**src/design/dswt_pkg.sv**
```systemverilog
// Shared types and constants for the debounced store write table.
package dswt_pkg;

  localparam int SLOT_COUNT = 4;
  localparam int KEY_BITS = 8;
  localparam int KEY_W = 8;
  localparam int IDX_W = (SLOT_COUNT > 1) ? $clog2(SLOT_COUNT) : 1;

  localparam logic [IDX_W-1:0] IDX_MAX = IDX_W'(SLOT_COUNT - 1);
  localparam logic [KEY_W-1:0] KEY_MASK =
    (KEY_BITS >= KEY_W) ? {KEY_W{1'b1}} : KEY_W'((1 << KEY_BITS) - 1);

  typedef enum logic [1:0] {
    CMD_IMM  = 2'd0,
    CMD_DEB  = 2'd1,
    CMD_POLL = 2'd2
  } cmd_t;

  typedef enum logic [2:0] {
    ST_IDLE,
    ST_SCAN,
    ST_RESOLVE,
    ST_POLL_EMIT,
    ST_OUT
  } state_t;

  typedef struct packed {
    logic [1:0]       cmd;
    logic [KEY_W-1:0] key_id;
    logic [31:0]      value;
    logic [31:0]      min_interval;
    logic             force_req;
    logic [31:0]      now_ms;
  } in_t;

  typedef struct packed {
    logic [KEY_W-1:0] store_key;
    logic [31:0]      store_value;
    logic             last;
  } out_t;

endpackage

```
**src/design/dswt_due_unit.sv**
```systemverilog
// Shared elapsed-time compare unit: wrapping time since last write against a threshold.
module dswt_due_unit (
  input  logic [31:0] now_ms,
  input  logic [31:0] last_ms,
  input  logic [31:0] thr_ms,
  output logic        due
);

  logic [31:0] elapsed;

  assign elapsed = now_ms - last_ms;
  assign due = (elapsed >= thr_ms);

endmodule

```
**src/design/debounced_store_write_table.sv**
```systemverilog
// Top level of the debounced store write table with its slot table and sequencer.
// A write item scans all slots in ST_SCAN, then resolves in ST_RESOLVE before any result.
// A poll scans all slots in ST_SCAN, then walks slots in ST_POLL_EMIT to each due entry.
// The slot scan runs one slot per cycle through the shared elapsed-time compare unit.
// The input is not ready again until the final result of an item has been transferred.
// Reset is synchronous, active low, and closes the store and marks every slot unused.
module debounced_store_write_table (
  input  logic          clk,
  input  logic          rst_n,
  input  logic          in_valid,
  output logic          in_ready,
  input  dswt_pkg::in_t in_data,
  output logic          out_valid,
  input  logic          out_ready,
  output dswt_pkg::out_t out_data,
  input  logic          cfg_valid,
  output logic          cfg_ready,
  input  logic          cfg_data
);

  dswt_pkg::state_t state_r, state_nxt;
  dswt_pkg::in_t    req_r, req_nxt;
  dswt_pkg::out_t   out_data_r, out_data_nxt;
  logic             out_valid_r, out_valid_nxt;
  logic             store_ready_r;

  logic [dswt_pkg::IDX_W-1:0] idx_r, idx_nxt;
  logic [dswt_pkg::IDX_W-1:0] hit_r, hit_nxt;
  logic [dswt_pkg::IDX_W-1:0] free_r, free_nxt;
  logic [dswt_pkg::IDX_W-1:0] rd_idx;
  logic                       found_r, found_nxt;
  logic                       free_found_r, free_found_nxt;
  logic [dswt_pkg::SLOT_COUNT-1:0] mask_r, mask_nxt;

  logic [dswt_pkg::SLOT_COUNT-1:0] used_r, used_nxt;
  logic [dswt_pkg::SLOT_COUNT-1:0] pending_r, pending_nxt;
  logic [dswt_pkg::KEY_W-1:0] key_r [dswt_pkg::SLOT_COUNT];
  logic [dswt_pkg::KEY_W-1:0] key_nxt [dswt_pkg::SLOT_COUNT];
  logic [31:0] value_r [dswt_pkg::SLOT_COUNT];
  logic [31:0] value_nxt [dswt_pkg::SLOT_COUNT];
  logic [31:0] last_r [dswt_pkg::SLOT_COUNT];
  logic [31:0] last_nxt [dswt_pkg::SLOT_COUNT];
  logic [31:0] interval_r [dswt_pkg::SLOT_COUNT];
  logic [31:0] interval_nxt [dswt_pkg::SLOT_COUNT];

  logic        in_xfer;
  logic        cmd_known;
  logic        emit;
  logic        due;
  logic [31:0] unit_last;
  logic [31:0] unit_thr;

  assign in_ready  = (state_r == dswt_pkg::ST_IDLE);
  assign in_xfer   = in_valid && in_ready;
  assign out_valid = out_valid_r;
  assign out_data  = out_data_r;
  assign cfg_ready = 1'b1;
  assign cmd_known = in_data.cmd inside {dswt_pkg::CMD_IMM, dswt_pkg::CMD_DEB,
                                         dswt_pkg::CMD_POLL};

  assign rd_idx    = (state_r == dswt_pkg::ST_RESOLVE) ? hit_r : idx_r;
  assign unit_last = (state_r == dswt_pkg::ST_RESOLVE && !found_r) ? 32'd0 : last_r[rd_idx];
  assign unit_thr  = (state_r == dswt_pkg::ST_RESOLVE) ? req_r.min_interval
                                                       : interval_r[rd_idx];

  dswt_due_unit u_due (
    .now_ms  (req_r.now_ms),
    .last_ms (unit_last),
    .thr_ms  (unit_thr),
    .due     (due)
  );

  always_comb begin
    state_nxt = state_r;
    case (state_r)
      dswt_pkg::ST_IDLE: begin
        if (in_xfer && store_ready_r && cmd_known) begin
          state_nxt = dswt_pkg::ST_SCAN;
        end
      end
      dswt_pkg::ST_SCAN: begin
        if (idx_r == dswt_pkg::IDX_MAX) begin
          if (req_r.cmd != dswt_pkg::CMD_POLL) begin
            state_nxt = dswt_pkg::ST_RESOLVE;
          end else if (mask_nxt == '0) begin
            state_nxt = dswt_pkg::ST_IDLE;
          end else begin
            state_nxt = dswt_pkg::ST_POLL_EMIT;
          end
        end
      end
      dswt_pkg::ST_RESOLVE: begin
        state_nxt = emit ? dswt_pkg::ST_OUT : dswt_pkg::ST_IDLE;
      end
      dswt_pkg::ST_POLL_EMIT: begin
        if (mask_r[idx_r]) begin
          state_nxt = dswt_pkg::ST_OUT;
        end
      end
      dswt_pkg::ST_OUT: begin
        if (out_ready) begin
          state_nxt = out_data_r.last ? dswt_pkg::ST_IDLE : dswt_pkg::ST_POLL_EMIT;
        end
      end
      default: begin
        state_nxt = dswt_pkg::ST_IDLE;
      end
    endcase
  end

  always_comb begin
    logic                       slot_ok;
    logic                       imm;
    logic [dswt_pkg::IDX_W-1:0] s;
    logic [dswt_pkg::SLOT_COUNT-1:0] rest;

    req_nxt        = req_r;
    out_data_nxt   = out_data_r;
    out_valid_nxt  = out_valid_r;
    idx_nxt        = idx_r;
    hit_nxt        = hit_r;
    free_nxt       = free_r;
    found_nxt      = found_r;
    free_found_nxt = free_found_r;
    mask_nxt       = mask_r;
    used_nxt       = used_r;
    pending_nxt    = pending_r;
    key_nxt        = key_r;
    value_nxt      = value_r;
    last_nxt       = last_r;
    interval_nxt   = interval_r;
    emit           = 1'b0;
    slot_ok        = found_r || free_found_r;
    s              = found_r ? hit_r : free_r;
    imm            = 1'b0;
    rest           = mask_r & ~(dswt_pkg::SLOT_COUNT'(1) << idx_r);

    case (state_r)
      dswt_pkg::ST_IDLE: begin
        if (in_xfer) begin
          req_nxt        = in_data;
          req_nxt.key_id = in_data.key_id & dswt_pkg::KEY_MASK;
          idx_nxt        = '0;
          found_nxt      = 1'b0;
          free_found_nxt = 1'b0;
          mask_nxt       = '0;
        end
      end
      dswt_pkg::ST_SCAN: begin
        if (req_r.cmd == dswt_pkg::CMD_POLL) begin
          mask_nxt[rd_idx] = used_r[rd_idx] && pending_r[rd_idx] && due;
        end else begin
          if (used_r[rd_idx] && key_r[rd_idx] == req_r.key_id && !found_r) begin
            found_nxt = 1'b1;
            hit_nxt   = rd_idx;
          end
          if (!used_r[rd_idx] && !free_found_r) begin
            free_found_nxt = 1'b1;
            free_nxt       = rd_idx;
          end
        end
        idx_nxt = (idx_r == dswt_pkg::IDX_MAX) ? '0 : idx_r + 1'b1;
      end
      dswt_pkg::ST_RESOLVE: begin
        imm = (req_r.cmd != dswt_pkg::CMD_DEB) || req_r.force_req ||
              (req_r.min_interval == 32'd0) || !slot_ok;
        if (slot_ok && !found_r) begin
          used_nxt[s]     = 1'b1;
          key_nxt[s]      = req_r.key_id;
          pending_nxt[s]  = 1'b0;
          last_nxt[s]     = 32'd0;
          interval_nxt[s] = 32'd0;
        end
        if (imm) begin
          emit = 1'b1;
        end else begin
          interval_nxt[s] = req_r.min_interval;
          value_nxt[s]    = req_r.value;
          pending_nxt[s]  = 1'b1;
          emit            = due;
        end
        if (emit) begin
          if (slot_ok) begin
            pending_nxt[s] = 1'b0;
            last_nxt[s]    = req_r.now_ms;
          end
          out_data_nxt.store_key   = req_r.key_id;
          out_data_nxt.store_value = req_r.value;
          out_data_nxt.last        = 1'b1;
          out_valid_nxt            = 1'b1;
        end
      end
      dswt_pkg::ST_POLL_EMIT: begin
        if (mask_r[rd_idx]) begin
          out_data_nxt.store_key   = key_r[rd_idx];
          out_data_nxt.store_value = value_r[rd_idx];
          out_data_nxt.last        = (rest == '0);
          out_valid_nxt            = 1'b1;
          mask_nxt                 = rest;
          pending_nxt[rd_idx]      = 1'b0;
          last_nxt[rd_idx]         = req_r.now_ms;
        end else begin
          idx_nxt = idx_r + 1'b1;
        end
      end
      dswt_pkg::ST_OUT: begin
        if (out_ready) begin
          out_valid_nxt = 1'b0;
          if (!out_data_r.last) begin
            idx_nxt = idx_r + 1'b1;
          end
        end
      end
      default: begin
        out_valid_nxt = 1'b0;
      end
    endcase
  end

  always_ff @(posedge clk) begin
    if (!rst_n) begin
      state_r       <= dswt_pkg::ST_IDLE;
      out_valid_r   <= 1'b0;
      store_ready_r <= 1'b0;
      used_r        <= '0;
      pending_r     <= '0;
    end else begin
      state_r     <= state_nxt;
      out_valid_r <= out_valid_nxt;
      used_r      <= used_nxt;
      pending_r   <= pending_nxt;
      if (cfg_valid && cfg_ready) begin
        store_ready_r <= cfg_data;
      end
    end
  end

  always_ff @(posedge clk) begin
    req_r        <= req_nxt;
    out_data_r   <= out_data_nxt;
    idx_r        <= idx_nxt;
    hit_r        <= hit_nxt;
    free_r       <= free_nxt;
    found_r      <= found_nxt;
    free_found_r <= free_found_nxt;
    mask_r       <= mask_nxt;
    key_r        <= key_nxt;
    value_r      <= value_nxt;
    last_r       <= last_nxt;
    interval_r   <= interval_nxt;
  end

endmodule

```
**config.mk**
```make
export PLATFORM = sky130hd
export DESIGN_NAME = debounced_store_write_table
export DESIGN_NICKNAME = d
export VERILOG_FILES = /design/src/design/dswt_pkg.sv /design/src/design/dswt_due_unit.sv /design/src/design/debounced_store_write_table.sv
export SDC_FILE = /design/constraint.sdc
export NUM_CORES = 1
export LEC_CHECK = 0
export BUFFER_PORTS_ARGS = -buffer_cell sky130_fd_sc_hd__buf_2
export CORE_UTILIZATION = 45
export DETAILED_ROUTE_END_ITERATION = 6
export PLACE_DENSITY = 0.63
export SLEW_MARGIN = 15
export SYNTH_ARGS = -nofsm -noshare
export SYNTH_HDL_FRONTEND = slang
export SYNTH_SLANG_ARGS = --single-unit
```
**constraint.sdc**
```tcl
create_clock -name clk -period 25.9 [get_ports clk]
set_input_delay 0 -clock clk [delete_from_list [all_inputs] [get_ports clk]]
set_output_delay 0 -clock clk [all_outputs]
set_load 0.01 [all_outputs]
```
# --- Word level (Yosys, flattened, before mapping) ---
# Index checks and enable logic that the tools add are counted.
op_classes:
  order_cmp: 10
  bitwise: 17
  reduce_logical: 44
  add_sub_neg: 2
  muxes: 93
  n_eq_ne: 23
  shifts: 1
ops:
  columns: ["op", "n"]
  rows:
  - ["128-bit two-way mux", 8]
  - ["128-bit bitwise mux", 4]
  - ["32-bit two-way mux", 10]
  - ["128-bit AND", 2]
  - ["128-bit one-hot mux with 2 select lines", 1]
  - ["32-bit binary-select mux with 2-bit select", 3]
  - ["32-bit demux with 2-bit select", 2]
  - ["128-bit inverter", 1]
  - ["41-bit two-way mux", 2]
  - ["41-bit one-hot mux with 2 select lines", 1]
  - ["4-bit two-way mux", 10]
  - ["32-bit bitwise mux", 1]
  - ["32-bit >= comparator", 1]
  - ["32-bit logical NOT", 1]
  - ["32-bit subtractor", 1]
  - ["8-bit two-way mux", 3]
  - ["2-bit two-way mux", 10]
  - ["2-bit inequality test, second input constant", 10]
  - ["1-bit two-way mux", 17]
  - ["4-bit AND", 4]
  - ["8-bit binary-select mux with 2-bit select", 1]
  - ["8-bit demux with 2-bit select", 1]
  - ["4-bit AND reduction", 4]
  - ["3-bit two-way mux", 5]
  - ["39 further kinds", 87]
word_totals:
  in_bits: 113
  output_inout_bits: 44
  reg_bits: 589
  wordCells: 226

# --- Longest topological paths before layout ---
depth:
  depth_word: 18
  mapped_depth: 35
  ltp_nobuf: 29

# --- By module ---
# Synthesis repeated with hierarchy kept, for this count alone.
hier_totals:
  cells_unflattened: 2439
  hier_area_um2: 28592.4
by_module_without_submodules:
  columns: ["module", "seq_area_each_um2", "cells_each", "instances", "area_each_um2"]
  rows:
  - ["debounced_store_write_table", 17516.8, 2049, 1, 25873.6]
  - ["dswt_due_unit", 0.0, 390, 1, 2718.9]

# --- Worst setup path before layout ---
# No wires, ideal clock.
synth_timing:
  path_kind: "flip-flop to flip-flop"
  from: "register state_r[0]"
  to: "register with a tool-made name"
  required_ns: 25.468
  setup_time_ns: 0.432
  stages_incl_launch_ff: 31
  slack_ns: 17.754
  period_less_slack_ns: 8.146
  t_arrival_ns: 7.715
  path_buffers: 6
  path_cell_list: "dfxtp_1 > or3b_1 > buf_6 > mux2i_4 > buf_6 > buf_2 > buf_4 > buf_4 > mux4_2 > nand2_1 > ha_1 > a21o_1 > a21o_1 > a211oi_1 > nor2_1 > a211o_1 > o2111ai_1 > a21oi_1 > or4_1 > nand3_1 > ha_1 > nand4_1 > or3_1 > nor2_1 > a221oi_1 > o211ai_1 > a31oi_1 > a21o_1 > buf_2 > nor2_1 > a21oi_1"
synth_lines:
  columns: ["element", "line_no", "rtl"]
  rows:
  - ["from (decl)", "debounced_store_write_table.sv:21", "dswt_pkg::state_t state_r, state_nxt;"]
  - ["from (signal assigned)", "debounced_store_write_table.sv:222", "state_r <= dswt_pkg::ST_IDLE;"]
  - ["from (signal assigned)", "debounced_store_write_table.sv:228", "state_r <= state_nxt;"]

==> out/qor.yml <==
period_share: 0.3824
wl_per_cell_um: 23.18
setup_viol_count_final: 0
final_core_util: 0.5432
cts_buffers: 66
violations: "DRC"
cts_setup_buffers: 0
grt_pass1_vias: 17621
areaGrowthSynthToFinish_pct: 18.70
start_util: 0.4576
synth_most_common_cell: "edfxtp_1"
ios: 157
cpPeakStageDelay_ns: 0.70
detailed_place_hpwl_um: 39530
root_buffer: "clkbuf_16"
hp-class: "in -> reg"
ys_async_sr_fraction: 0
yosys_most_used_dff: "edfxtp_1"
multi_input_area_mm2: 0.009203
grt.overflow.total: 0
design_area_mm2: 0.03218
ys_seq_area_frac: 0.6461
rsz0062_at_grt: "no"
worstPathRequired_ns: 26.20
htreeDepth: 3
synth_top_area_cell: "edfxtp_1"
irDropWorstVdd_mv: 0.04904
cts_tree: "built"
die_width_um: 247.5
placed_area_mm2: 0.02881
insertion_delay_ns: 0.62
finalSetupTns_ns: 0
critPathKind: "reg -> reg"
antenna_left: 0
cts.path.max_buffers: 3
synthTopCellsByArea: "edfxtp_1, mux4_2, a22o_1, nand2_1, ha_1"
fillers: 4713
syn_inst: 1796
clkTransAtPathRegs_ns: 0.06
diodes: 0
numPortBuffers: 155
ys_ff_latch: 589
yosysWarnings: 0
crit_top_cell: "buf_4"
fin_nets: 2242
syn_nets: 1978
max_cap_violations: 0
fmax_mhz: 101.0
yosys.area.top_type_share: 0.6336
leakagePower_nw: 11.83
powerDensity_mw_per_mm2: 69.35
clock-skew-final_ns: 0.02889
worst-path-max-fanout: 52
worst_slew_pin_slew_ns: 1.176
finalWeightedCongestion: 0.8791
arrival_ns: 10.21
drtPass1Iterations: 7
cpMaxStageDelayCell: "buf_4"
viasPerCell: 5.947
fp.dieH_um: 247.5
grt_max_degree: 70
end_kind: "flop"
fp-row-count: 89
outcome: "finished with violations"
worstSetupStartpointType: "flop"
wl_um: 66880
syn_area_mm2: 0.02711
syn_area_per_cell_um2: 15.10
vias: 17156
place_inst: 2649
slew_headroom: 0.2124
register_area_mm2: 0.01752
final_cells: 2885
fin_crit_ns: 9.904
die_area_mm2: 0.06123
drive_above_1_share: 0.2083
cts_num_sinks: 589
synth_top_cells_by_count: "edfxtp_1, nand2_1, a22o_1, mux4_2, ha_1"
hold_viol_final: 0
grt_pass1_wl_um: 103000
drv_slew: 0
yosysUniqueCellTypes: 72
grt_antenna_before_repair: 3
synth-edff-count: 572
core_area_mm2: 0.05924
drt-initial-drc-count: 1497
grtUsageTotal: 0.2222
route.detailed.drc: 2
[area by class of cell]
type                       count  share of cell area
sequential                   589              0.5443
multi-input combinational   1080              0.2860
timing repair buffer         301             0.06905
clock buffer                  73             0.05214
tap                          773             0.03006
clock inverter                47             0.01532
inverter                      22            0.003111
[kinds of logic (layout without fill, tap and decap cells)]
| group | Yosys count | after routing | synth area share |
|---|---|---|---|
| DFF | 589 | 589 | 0.6461 |
| muxes | 140 | 140 | 0.1015 |
| other | 1 | 1 | 0.0001383 |
| buffers and inverters | 127 | 443 | 0.02086 |
| AOI/OAI and AO/OA | 438 | 438 | 0.1228 |
| and+or+nand+nor | 394 | 394 | 0.06387 |
| adders and majority gates | 69 | 69 | 0.03212 |
| xor gates and xnor gates | 38 | 38 | 0.01255 |
[worst paths after layout]
path / from / end / slack (ns) / cells past startpoint
worst min-delay path: in_data[82] / req_r[82] / 0.08 / 2
worst max-delay path: state_r[0] / flop / 16.00 / 29
worst min register to register: used_r[2] / used_r[2] / 0.47 / 1
worst max register to register: state_r[0] / flop / 16.00 / 29
[report_power, final]
group          switching [mW]  internal, mW  leakage [nW]
clock                   0.398         0.538          1.05
sequential             0.0193          1.06          5.40
combinational           0.115         0.101          5.38
[repair_timing]
action,in CTS,in global routing
resized for setup,0,0
hold endpoints to repair,122,0
hold buffers,114,0
[metal layers]
layer / global-route usage / share of wire / up-vias
met5: 0 / 0.00045 / -
met4: 0.07091 / 0.023 / 6
met3: 0.03904 / 0.067 / 122
met2: 0.3679 / 0.48 / 680
met1: 0.2981 / 0.43 / 8641
li1: - / - / 7707
[worst max-delay path: cells and delay by family (launching register included)]
kind | cells | cell delay [ns]
compound gates | 11 | 3.31
buf+inv | 6 | 2.93
mux | 1 | 0.41
simple gates | 9 | 1.72
flops | 1 | 0.58
fa+ha+maj | 2 | 0.53
[layout by cell type (no fill, tap or decap), drive strengths merged, types with 6 or more instances in the layout]
cell type and instances:
nor2b 10, o21a 14, dfxtp 17, xor2 13, mux4 107, nand2 247
nand3 11, a21o 22, o21ai 68, edfxtp 572, clkinv 33, dlygate4sd3 114
ha 68, o31ai 13, mux2i 33, nor2 53, buf 187, a21oi 51
o21bai 7, bufinv 6, inv 25, a22o 226, nand2b 10, nor4 14
xnor2 25, and2 8, nor3 9, nand4 12, clkbuf 73
[per-stage QoR]
stage	hold WS, ns	setup slack, ns	power (mW)
after floorplan	0.09887	17.75	1.239
after global placement	0.1760	16.02	1.297
after detailed placement	0.1781	15.93	1.302
after CTS	0.04369	15.86	2.251
after global routing	0.07815	15.48	2.309
final	0.07862	16.00	2.232
Power figures use the tool's default switching activity.
